`config.mk`:
```
export PLATFORM = sky130hd
export DESIGN_NAME = cmfu_scale_flat
export DESIGN_NICKNAME = d
export VERILOG_FILES = /design/src/rtl/cmfu_pkg.sv /design/src/rtl/cmfu_if.sv /design/src/rtl/cmfu_scale.sv /design/src/flat_wrapper.sv
export SDC_FILE = /design/constraint.sdc
export NUM_CORES = 1
export LEC_CHECK = 0
export BUFFER_PORTS_ARGS = -buffer_cell sky130_fd_sc_hd__buf_2
export CAP_MARGIN = 20
export CORE_MARGIN = 5
export CORE_UTILIZATION = 57
export CTS_BUF_LIST = sky130_fd_sc_hd__clkbuf_2
export CTS_CLUSTER_DIAMETER = 50
export DETAILED_ROUTE_END_ITERATION = 12
export PLACE_DENSITY = 0.8
export RECOVER_POWER = 50
export SLEW_MARGIN = 0
export SYNTH_ARGS = -nofsm -noshare
export SYNTH_HDL_FRONTEND = slang
export SYNTH_SLANG_ARGS = --single-unit
export TNS_END_PERCENT = 1
```
`constraint.sdc`:
```
create_clock -name clk -period 17.55 [get_ports clk]
set_input_delay 0.8775 -clock clk [delete_from_list [all_inputs] [get_ports clk]]
set_output_delay 0.8775 -clock clk [all_outputs]
set_load 0.02 [all_outputs]
```
`src/rtl/cmfu_pkg.sv`:
```
// shared types and constants for the motor feedback unwrap block
`default_nettype none

package cmfu_pkg;

  localparam int ID_W           = 11;
  localparam int PAYLOAD_W      = 64;
  localparam int IDX_W          = 4;
  localparam int MOTORS_PER_BUS = 11;
  localparam int BUS_COUNT      = 2;
  localparam int SLOTS          = BUS_COUNT * MOTORS_PER_BUS;
  localparam int SLOT_W         = $clog2(SLOTS);
  localparam int MASK_W         = 22;
  localparam int GAIN_W         = 16;
  localparam int CFG_DATA_W     = 22;
  localparam int CFG_IDX_W      = 2;

  localparam logic [ID_W-1:0] ID_FIRST = 11'h201;
  localparam logic [ID_W-1:0] ID_LAST  = 11'h20B;

  localparam int COUNTS_PER_REV = 8192;
  localparam int REV_SHIFT      = $clog2(COUNTS_PER_REV);
  localparam int HALF_REV       = COUNTS_PER_REV / 2;
  // total angle = total * 360 * 256 / counts per rev = total * ANGLE_NUM / 2**ANGLE_SHIFT
  localparam int ANGLE_SHIFT    = 2;
  localparam int ANGLE_NUM      = 360 * 256 * (1 << ANGLE_SHIFT) / COUNTS_PER_REV;
  localparam int SPEED_SCALE    = 6;

  localparam logic [CFG_IDX_W-1:0] CFG_ENABLE        = 2'd0;
  localparam logic [CFG_IDX_W-1:0] CFG_ZERO_ON_START = 2'd1;
  localparam logic [CFG_IDX_W-1:0] CFG_SPEED_GAIN    = 2'd2;

  localparam logic [MASK_W-1:0] ENABLE_RESET = '0;
  localparam logic [MASK_W-1:0] ZOS_RESET    = '1;
  localparam logic [GAIN_W-1:0] GAIN_RESET   = 16'd256;

  typedef struct packed {
    logic [MASK_W-1:0] enable_mask;
    logic [MASK_W-1:0] zero_on_start_mask;
    logic [GAIN_W-1:0] speed_gain_q8;
  } cfg_t;

  typedef struct packed {
    logic                 bus;
    logic [ID_W-1:0]      frame_id;
    logic [PAYLOAD_W-1:0] payload;
  } frame_t;

  typedef struct packed {
    logic               bus;
    logic [IDX_W-1:0]   motor_index;
    logic               calibrating;
    logic signed [17:0] angle;
    logic signed [31:0] round;
    logic signed [47:0] speed_sum;
    logic signed [15:0] speed;
    logic signed [15:0] current;
    logic [7:0]         temperature;
  } track_t;

endpackage

`default_nettype wire

```
`src/rtl/cmfu_if.sv`:
```
// input frame and result channel interfaces
`default_nettype none


interface cmfu_out_if import cmfu_pkg::*; ();
  logic               valid;
  logic               ready;
  logic               bus_out;
  logic [IDX_W-1:0]   motor_index;
  logic               calibrating;
  logic signed [16:0] angle_corrected;
  logic signed [31:0] round_count;
  logic signed [47:0] total_count;
  logic signed [47:0] total_angle_q8;
  logic signed [34:0] rate_q8;
  logic signed [47:0] speed_sum;
  logic signed [15:0] current;
  logic [7:0]         temperature;

  modport source (
    output valid, output bus_out, output motor_index, output calibrating,
    output angle_corrected, output round_count, output total_count,
    output total_angle_q8, output rate_q8, output speed_sum, output current,
    output temperature, input ready
  );
  modport sink (
    input valid, input bus_out, input motor_index, input calibrating,
    input angle_corrected, input round_count, input total_count,
    input total_angle_q8, input rate_q8, input speed_sum, input current,
    input temperature, output ready
  );
endinterface

`default_nettype wire

```
`src/rtl/cmfu_scale.sv`:
```
// total count, total angle and rate stages feeding the result register
`default_nettype none

module cmfu_scale import cmfu_pkg::*; (
  input  wire logic   clk,
  input  wire logic   rst_n,
  input  wire cfg_t   cfg,
  input  wire logic   s2_valid,
  output logic        s2_ready,
  input  wire track_t s2_data,
  cmfu_out_if.source  out_word
);

  logic               s3_valid_r;
  track_t             s3_trk_r;
  logic signed [47:0] tot_r;
  logic signed [32:0] prod_r;
  logic               out_valid_r;
  logic               out_free;

  logic signed [47:0] tot_nxt;
  logic signed [32:0] prod_nxt;
  logic signed [53:0] ang_prod;
  logic signed [53:0] ang_biased;
  logic signed [53:0] ang_q;
  logic signed [35:0] rate_w;

  logic               bus_r;
  logic [IDX_W-1:0]   idx_r;
  logic               calib_r;
  logic signed [16:0] angle_r;
  logic signed [31:0] round_r;
  logic signed [47:0] total_r;
  logic signed [47:0] tangle_r;
  logic signed [34:0] rate_r;
  logic signed [47:0] ssum_r;
  logic signed [15:0] current_r;
  logic [7:0]         temp_r;

  assign out_free = !out_valid_r || out_word.ready;
  assign s2_ready = !s3_valid_r || out_free;

  always_comb begin
    tot_nxt  = (48'(s2_data.round) <<< REV_SHIFT)
             + 48'(s2_data.angle);
    prod_nxt = $signed({{17{s2_data.speed[15]}}, s2_data.speed})
             * $signed({17'b0, cfg.speed_gain_q8});

    // exact scale then truncate toward zero
    ang_prod   = 54'(tot_r) * $signed(54'(ANGLE_NUM));
    ang_biased = ang_prod + (tot_r[47] ? $signed(54'((1 << ANGLE_SHIFT) - 1)) : 54'sd0);
    ang_q      = ang_biased >>> ANGLE_SHIFT;
    rate_w     = 36'(prod_r) * $signed(36'(SPEED_SCALE));
  end

  always_ff @(posedge clk) begin
    if (!rst_n) begin
      s3_valid_r  <= 1'b0;
      out_valid_r <= 1'b0;
    end else begin
      if (s2_ready) begin
        s3_valid_r <= s2_valid;
      end
      if (out_free) begin
        out_valid_r <= s3_valid_r;
      end
    end
  end

  always_ff @(posedge clk) begin
    if (s2_ready) begin
      s3_trk_r <= s2_data;
      tot_r    <= tot_nxt;
      prod_r   <= prod_nxt;
    end
    if (out_free) begin
      bus_r     <= s3_trk_r.bus;
      idx_r     <= s3_trk_r.motor_index;
      calib_r   <= s3_trk_r.calibrating;
      angle_r   <= s3_trk_r.angle[16:0];
      round_r   <= s3_trk_r.round;
      total_r   <= tot_r;
      tangle_r  <= ang_q[47:0];
      rate_r    <= rate_w[34:0];
      ssum_r    <= s3_trk_r.speed_sum;
      current_r <= s3_trk_r.current;
      temp_r    <= s3_trk_r.temperature;
    end
  end

  assign out_word.valid           = out_valid_r;
  assign out_word.bus_out         = bus_r;
  assign out_word.motor_index     = idx_r;
  assign out_word.calibrating     = calib_r;
  assign out_word.angle_corrected = angle_r;
  assign out_word.round_count     = round_r;
  assign out_word.total_count     = total_r;
  assign out_word.total_angle_q8  = tangle_r;
  assign out_word.rate_q8         = rate_r;
  assign out_word.speed_sum       = ssum_r;
  assign out_word.current         = current_r;
  assign out_word.temperature     = temp_r;

endmodule

`default_nettype wire

```
`src/flat_wrapper.sv`:
```
// flat-port wrapper written by rule: the top's interface ports become plain ports
module cmfu_scale_flat import cmfu_pkg::*;
  (clk, rst_n, cfg, s2_valid, s2_ready, s2_data, out_word_valid, out_word_bus_out, out_word_motor_index, out_word_calibrating, out_word_angle_corrected, out_word_round_count, out_word_total_count, out_word_total_angle_q8, out_word_rate_q8, out_word_speed_sum, out_word_current, out_word_temperature, out_word_ready);
  cmfu_out_if out_word_i ();
  input  wire logic clk;
  input  wire logic rst_n;
  input  wire cfg_t cfg;
  input  wire logic s2_valid;
  output logic s2_ready;
  input  wire track_t s2_data;
  output wire logic [$bits(out_word_i.valid)-1:0] out_word_valid;
  output wire logic [$bits(out_word_i.bus_out)-1:0] out_word_bus_out;
  output wire logic [$bits(out_word_i.motor_index)-1:0] out_word_motor_index;
  output wire logic [$bits(out_word_i.calibrating)-1:0] out_word_calibrating;
  output wire logic [$bits(out_word_i.angle_corrected)-1:0] out_word_angle_corrected;
  output wire logic [$bits(out_word_i.round_count)-1:0] out_word_round_count;
  output wire logic [$bits(out_word_i.total_count)-1:0] out_word_total_count;
  output wire logic [$bits(out_word_i.total_angle_q8)-1:0] out_word_total_angle_q8;
  output wire logic [$bits(out_word_i.rate_q8)-1:0] out_word_rate_q8;
  output wire logic [$bits(out_word_i.speed_sum)-1:0] out_word_speed_sum;
  output wire logic [$bits(out_word_i.current)-1:0] out_word_current;
  output wire logic [$bits(out_word_i.temperature)-1:0] out_word_temperature;
  input wire logic [$bits(out_word_i.ready)-1:0] out_word_ready;
  assign out_word_valid = out_word_i.valid;
  assign out_word_bus_out = out_word_i.bus_out;
  assign out_word_motor_index = out_word_i.motor_index;
  assign out_word_calibrating = out_word_i.calibrating;
  assign out_word_angle_corrected = out_word_i.angle_corrected;
  assign out_word_round_count = out_word_i.round_count;
  assign out_word_total_count = out_word_i.total_count;
  assign out_word_total_angle_q8 = out_word_i.total_angle_q8;
  assign out_word_rate_q8 = out_word_i.rate_q8;
  assign out_word_speed_sum = out_word_i.speed_sum;
  assign out_word_current = out_word_i.current;
  assign out_word_temperature = out_word_i.temperature;
  assign out_word_i.ready = out_word_ready;
  cmfu_scale u_core (.clk(clk), .rst_n(rst_n), .cfg(cfg), .s2_valid(s2_valid), .s2_ready(s2_ready), .s2_data(s2_data), .out_word(out_word_i));
endmodule
```
### Word level (Yosys, flattened, before mapping)

Cells that the tools add are included.

* flip-flop bits (word level): 463
* input port bits: 208
* logic and storage cells: 33

* add/sub/neg operators: 2
* multipliers: 3
* multiplexer cells: 1
* reductions and logical operators: 4

Operators with widths (number)
* 50-bit adder: 1
* 46-bit by 7-bit multiplier with 50-bit output, second input constant: 1
* 45-bit by 18-bit adder with 46-bit output: 1
* 33-bit by 3-bit multiplier with 34-bit output, second input constant: 1
* 16-bit by 17-bit multiplier with 33-bit output: 1
* 1-bit logical NOT: 2
* 1-bit logical OR: 2
* 2-bit two-way mux: 1

### Longest topological paths before layout

Gate-level depths: netlist of run 1.

* depth in word-level cells: 3
* gate-level depth with buffers: 24
* gate-level depth less buffers: 22

### Worst setup path after synthesis of run 1

OpenSTA, ideal clock, no wires.

* kind: input to register
* start: input port s2_data[25] (netlist bit)
* end: register u_core.prod_r[31], data pin
* arrival time: 6.288 ns
* required time: 17.292 ns
* slack: 11.005 ns
* cell stages on the path: 21
* path buffers: 1
* path through: clkbuf_1 > nand2_1 > fa_1 > fa_1 > fa_1 > fa_1 > inv_1 > fa_1 > inv_1 > fa_1 > inv_1 > ha_1 > nand3_1 > or4_1 > a21o_1 > a21o_1 > a21boi_1 > o21a_1 > a221o_1 > a21oi_1 > xnor2_1

* cells in the longest elaborated chain, start to end: 1

RTL lines
* start, declared: line flat_wrapper.sv:10 `input wire track_t s2_data;`
* 16-bit by 17-bit multiplier with 33-bit output: line cmfu_scale.sv:47 `* $signed({17'b0, cfg.speed_gain_q8});`
* net u_core.prod_nxt[31]: line cmfu_scale.sv:22 `logic signed [32:0] prod_nxt;`
* end signal, assigned: line cmfu_scale.sv:74 `prod_r <= prod_nxt;`
* end, declared: line cmfu_scale.sv:17 `logic signed [32:0] prod_r;`

The timed path passes the listed nets, and every way through them passes these cells.
A chain may end at the register's enable or synchronous reset.

### Worst setup path after layout of run 1

* start: register u_core.out_valid_r, in the netlist u_core.out_word.valid
* end: register u_core.tangle_r[47], in the netlist u_core.out_word.total_angle_q8[47] (enable)

* cells in the longest elaborated chain, start to end: 2

RTL lines
* start, declared: line cmfu_scale.sv:18 `logic out_valid_r;`
* start signal, assigned: line cmfu_scale.sv:65 `out_valid_r <= s3_valid_r;`
* 1-bit logical NOT: line cmfu_scale.sv:40 `assign out_free = !out_valid_r || out_word.ready;`
* 1-bit logical OR: line cmfu_scale.sv:40
* net u_core.out_free: line cmfu_scale.sv:19 `logic out_free;`
* end signal, assigned: line cmfu_scale.sv:83 `tangle_r <= ang_q[47:0];`
* end, declared: line cmfu_scale.sv:34 `logic signed [47:0] tangle_r;`

The timed path passes the listed nets, and every way through them passes these cells.

==> results.sh, run 1 <==
export IMPL_slew_headroom_pct=-254
export IMPL_fin_ws_ns=9.96
export IMPL_globalRouteTotalUtil_pct=25.6
export IMPL_cp_start_kind="flip-flop"
export IMPL_dr_pass1_iters=5
export IMPL_synth_avg_cell_area_sq_um=11.6
export IMPL_whs_ns=0.176
export IMPL_fin_crit_sh_pct=43.3
export IMPL_ys_types=68
export IMPL_portBuffers=422
export IMPL_vias=22700
export IMPL_antenna_left=0
export IMPL_finalSetupViolCount=0
export IMPL_hold_viol_final=0
export IMPL_post_route_min_period_ns=7.59
export IMPL_avgViaCountPerCell=5.44
export IMPL_synthCells=2775
export IMPL_crit_path_end_kind="flip-flop"
export IMPL_worstSetupPathType="flip-flop to flip-flop"
export IMPL_hpwlAfterDp_mm=59.4
export IMPL_cts_root_buf="clkbuf_2"
export IMPL_syn_cell_area_sq_um=32200
export IMPL_core_area_sq_um=56200
export IMPL_final_common_cell="inv_1"
export IMPL_wire_per_inst_microns=19.0
export IMPL_final_cell_mix="493 x inv_1, 435 x edfxtp_1, 370 x buf_2"
export IMPL_worst_skew_pair_late_latency_ns=1.11
export IMPL_die_width_microns=248
export IMPL_initial_core_util_pct=57.3
export IMPL_failed_checks="capacitance limit, slew limit"
export IMPL_wl_mm=79.2
export IMPL_chipHeight_microns=248
export IMPL_critPathMaxFanout=101
export IMPL_area_delta_synth_final_pct=15.0
export IMPL_io_pins=468
export IMPL_drt_iter0_drc=1425
export IMPL_placed_cell_area_sq_um=34900
export IMPL_maxCapViolCount=5
export IMPL_final_cell_area_sq_um=37000
export IMPL_required_ns=18.18
export IMPL_globalplace_congestion=0.916
export IMPL_path_clk_slew_ns=0.11
export IMPL_grt_pass1_vias=23800
export IMPL_cts_htree_levels=3
export IMPL_antenna_found_initial=6
export IMPL_tns_ns=0
export IMPL_nNetsFinal=4195
export IMPL_arrival_ns=8.22
export IMPL_grt_max_degree=162
export IMPL_hp_class="input port to flip-flop"
export IMPL_synth_nets=3625
export IMPL_outcome="complete, but fails checks"
export IMPL_finClkSkew_ns=0.114
export IMPL_async_reset_ff_share_pct=0
export IMPL_rsz0062_at_grt="no"
export IMPL_drv_slew=294
export IMPL_synth_warnings=0
export IMPL_clk_path_buf_depth=3
export IMPL_route_detailed_drc=0
export IMPL_ys_ff_latch=437
export IMPL_post_cts_buffers=0
export IMPL_synth_flop_cell="edfxtp_1"
export IMPL_rows=87
export IMPL_numCtsBuffers=97
export IMPL_die_area_sq_um=61300
export IMPL_seq_area_frac_synth_pct=40.7
export IMPL_drive_gt1_share_pct=15.4
export IMPL_pre_cts_slack_ns=10.48
export IMPL_grt_overflow=0
export IMPL_tightest_slew_ns=5.31
export IMPL_timing_fmax_ghz=0.132
export IMPL_grt_pass1_wl_mm=124
export IMPL_tritoncts="yes"
export IMPL_synth_edf_count=435
export IMPL_clock_sinks=437
## flip-flops by register name, indices dropped and copies added (netlist names)
name / count
u_core.s3_trk_r: 114
u_core.out_word.speed_sum: 48
u_core.out_word.total_angle_q8: 48
u_core.out_word.total_count: 46
u_core.tot_r: 46
u_core.out_word.rate_q8: 34
u_core.prod_r: 33
u_core.out_word.round_count: 32
u_core.out_word.current: 16
u_core.out_word.temperature: 8
u_core.out_word.angle_corrected: 4
u_core.out_word.motor_index: 4
u_core.out_word.bus_out: 1
u_core.out_word.calibrating: 1
u_core.out_word.valid: 1
u_core.s3_valid_r: 1
## final timing paths
kind	startpoint	endpoint	slack, ns	cells past startpoint
setup reg to reg	u_core.out_word.valid	u_core.out_word.total_angle_q8[47]	9.96	4
setup / recovery	u_core.out_word.valid	u_core.out_word.total_angle_q8[47]	9.96	4
hold / removal	s2_data[136]	u_core.s3_trk_r[136]	0.18	1
hold reg to reg	u_core.s3_trk_r[71]	u_core.out_word.speed_sum[31]	0.40	0
## repair_timing
action | CTS | global route
hold endpoints to repair | 128 | 0
hold buffers | 129 | 0
gates resized for setup | 0 | 0
## cells by family (layout without fill, tap and decap cells)
kind of cell               count (synthesis)  count (layout)  share of synthesized area, %
adders and majority gates                642             642                          31.6
buffers and inverters                    580            1219                          6.97
and+or+nand+nor                          554             554                          8.48
DFF                                      437             437                          40.7
AOI/OAI and AO/OA                        428             428                          8.56
xor gates and xnor gates                 131             131                          3.57
muxes                                      2               2                        0.0622
other                                      1               7                        0.0117
## metal layers
layer,vias up,global-route usage [%],share of wire [%]
li1,10600,-,-
met1,11000,30.1,37
met2,936,44.9,50
met3,194,4.82,7.8
met4,0,13.0,4.9
met5,-,0,0
## cells in the mapped netlist (25+ instances only)
library cell  instances  area share (%)
ha_1                358              14
inv_1               494             5.8
a21oi_1             146             2.3
clkbuf_1             65            0.76
o21bai_1             25            0.58
nand3_1              34            0.53
nand2_1             211             2.5
nor2_1               71            0.83
edfxtp_1            435              41
xor2_1               38             1.0
fa_1                284              18
xnor2_1              93             2.5
and2_1              125             2.4
o21ai_0              67             1.0
nand4_1              31            0.60
a21o_1               77             1.8
## worst max-delay path, cell delays in order, from the launching register on
cell and delay, ns:
dfxtp_1 0.32, nor2b_1 0.17, clkinvlp_2 1.56, clkbuf_1 3.81, buf_4 1.24
## cell type report
class                      count  area [sq um]
sequential                   437         13100
tap                          756           946
antenna                        6          15.0
timing repair buffer         556          3370
clock inverter                42           244
multi-input combinational   1758         16800
clock buffer                 126           631
inverter                     495          1860
fill                        4111         19200
## metrics by stage
| stage | util (%) | cells |
|---|---|---|
| after floorplan | - | 2775 |
| after global placement | 62.1 | 3872 |
| after detailed placement | 62.1 | 3872 |
| after CTS | 66.0 | 4169 |
| after global routing | 65.8 | 4176 |
| final | 65.8 | 4176 |
Power of run 1 is left out: the tool's default activity adds up to more than one toggle a clock period on the data nets, which glitch-free logic cannot reach.
==> inputs of run 2 (changes only) <==
- CORE_UTILIZATION: 57 -> 54
- PLACE_DENSITY: 0.8 -> 0.79
- clock period: 17.55 -> 6.66 ns (I/O delays scaled with it)
==> results.sh, run 2 (same netlist as run 1, synthesis figures left out) <==
export IMPL_globalplace_congestion=0.887
export IMPL_initial_core_util_pct=54.5
export IMPL_arrival_ns=6.65
export IMPL_hpwlAfterDp_mm=58.0
export IMPL_rrSetupSlack_ns=1.20
export IMPL_die_area_sq_um=64500
export IMPL_timing_fmax_ghz=0.171
export IMPL_largest_reg_flops=114
export IMPL_tns_ns=0
export IMPL_cp_startpoint="cfg[1]"
export IMPL_vias=23500
export IMPL_die_width_microns=254
export IMPL_avgViaCountPerCell=5.44
export IMPL_grt_overflow=0
export IMPL_cp_start_kind="input port"
export IMPL_crit_path_end_kind="flip-flop"
export IMPL_critPathMaxFanout=16
export IMPL_failed_checks="capacitance limit, slew limit"
export IMPL_post_route_min_period_ns=5.84
export IMPL_finalSetupViolCount=0
export IMPL_final_common_cell="inv_1"
export IMPL_drv_slew=121
export IMPL_ctsResizeCount=0
export IMPL_dr_pass1_iters=8
export IMPL_drive_gt1_share_pct=12.1
export IMPL_fin_crit_sh_pct=87.7
export IMPL_chipHeight_microns=254
export IMPL_r2r_cells=4
export IMPL_globalRouteTotalUtil_pct=26.0
export IMPL_portBuffers=422
export IMPL_holdPathStages=2
export IMPL_largest_register="u_core.s3_trk_r"
export IMPL_worst_skew_pair_late_latency_ns=1.10
export IMPL_path_clk_slew_ns=0.14
export IMPL_grt_pass1_wl_mm=133
export IMPL_nNetsFinal=4316
export IMPL_r2r_end="u_core.out_word.total_count[29]"
export IMPL_antenna_found_initial=5
export IMPL_numCtsBuffers=98
export IMPL_rows=89
export IMPL_tritoncts="yes"
export IMPL_slew_headroom_pct=-150
export IMPL_required_ns=7.47
export IMPL_clock_sinks=437
export IMPL_outcome="complete, but fails checks"
export IMPL_fillCellCount=4416
export IMPL_drt_iter0_drc=2149
export IMPL_final_cell_mix="493 x inv_1, 435 x edfxtp_1, 358 x ha_1"
export IMPL_grt_pass1_vias=24300
export IMPL_route_detailed_drc=0
export IMPL_finClkSkew_ns=0.127
export IMPL_hold_viol_final=0
export IMPL_core_area_sq_um=59000
export IMPL_grt_max_degree=158
export IMPL_hp_class="input port to flip-flop"
export IMPL_rsz0062_at_grt="no"
export IMPL_maxCapViolCount=2
export IMPL_crit_end="u_core.prod_r[31]"
export IMPL_area_delta_synth_final_pct=18.8
export IMPL_clk_path_buf_depth=3
export IMPL_timing_rr_start="u_core.out_word.valid"
export IMPL_cts_root_buf="clkbuf_2"
export IMPL_wl_mm=85.3
export IMPL_antenna_left=0
export IMPL_wire_per_inst_microns=19.7
export IMPL_cts_htree_levels=3
export IMPL_tightest_slew_ns=3.72
export IMPL_io_pins=468
export IMPL_worstSetupPathType="input port to flip-flop"
[run 2: changes by cell type in the layout (fill, tap and decap cells not counted), sizes merged]
cell and change:
inv +2, clkinv +2, dlygate4sd3 +111, buf -108, clkbuf +120, clkinvlp +1, bufinv +3
[run 2: repair_timing]
item                      4_1_cts  5_1_grt
setup buffers                   0        0
hold endpoints to repair      165        4
hold buffers                  236        4
[run 2: per-layer routing]
layer / vias up / GRT usage (%) / share of wire, %
met5: - / 0 / 0
met4: 0 / 11.9 / 4.8
met3: 248 / 5.17 / 8.5
met2: 1185 / 45.1 / 49
met1: 11300 / 31.6 / 37
li1: 10800 / - / -
[run 2: area by class of cell]
cell class / instances / area [sq um] / share of cell area (%)
sequential: 437 / 13100 / 34.3
clock inverter: 50 / 374 / 0.979
tap: 773 / 967 / 2.53
inverter: 495 / 1860 / 4.86
timing repair buffer: 676 / 4440 / 11.6
multi-input combinational: 1758 / 16800 / 44.0
clock buffer: 129 / 646 / 1.69
antenna: 6 / 15.0 / 0.0393
[run 2: worst min-delay path by stage]
stage                    startpoint                             endpoint  slack, ns
2_1_floorplan  u_core.s3_trk_r[133]  u_core.out_word.angle_corrected[13]       0.40
3_3_place_gp    u_core.s3_trk_r[23]          u_core.out_word.current[15]       0.40
3_5_place_dp    u_core.s3_trk_r[21]          u_core.out_word.current[13]       0.40
4_1_cts                 s2_data[76]                  u_core.s3_trk_r[76]      0.004
5_1_grt                 s2_data[12]                  u_core.s3_trk_r[12]     -0.009
6_report                s2_data[12]                  u_core.s3_trk_r[12]       0.02
[run 2: critical path, stage by stage]
cell and delay [ns]:
dlygate4sd3_1 0.52, clkbuf_1 0.61, and2_1 0.24, fa_1 0.42, ha_1 0.19, inv_1 0.06
fa_1 0.43, fa_1 0.55, inv_1 0.05, fa_1 0.47, inv_1 0.05, fa_1 0.47
inv_1 0.04, ha_1 0.35, nand3_1 0.12, or4_1 0.55, a21o_1 0.20, a21o_1 0.20
a21boi_1 0.20, o21a_1 0.22, a221o_1 0.15, a21oi_1 0.07, xnor2_1 0.13
[run 2: per-stage QoR]
| stage | hold slack [ns] | util [%] | cell area [sq um] | setup WS, ns | std cells |
|---|---|---|---|---|---|
| after floorplan | 0.400 | - | 32200 | 0.659 | 2775 |
| after global placement | 0.400 | 59.3 | 35000 | 0.298 | 3898 |
| after detailed placement | 0.405 | 59.3 | 35000 | 0.242 | 3898 |
| after CTS | 0.00350 | 65.0 | 38400 | 1.26 | 4313 |
| after global routing | -0.00854 | 64.7 | 38200 | 0.494 | 4322 |
| final | 0.0207 | 64.8 | 38200 | 0.816 | 4324 |
Power of run 2 is left out for the same reason.
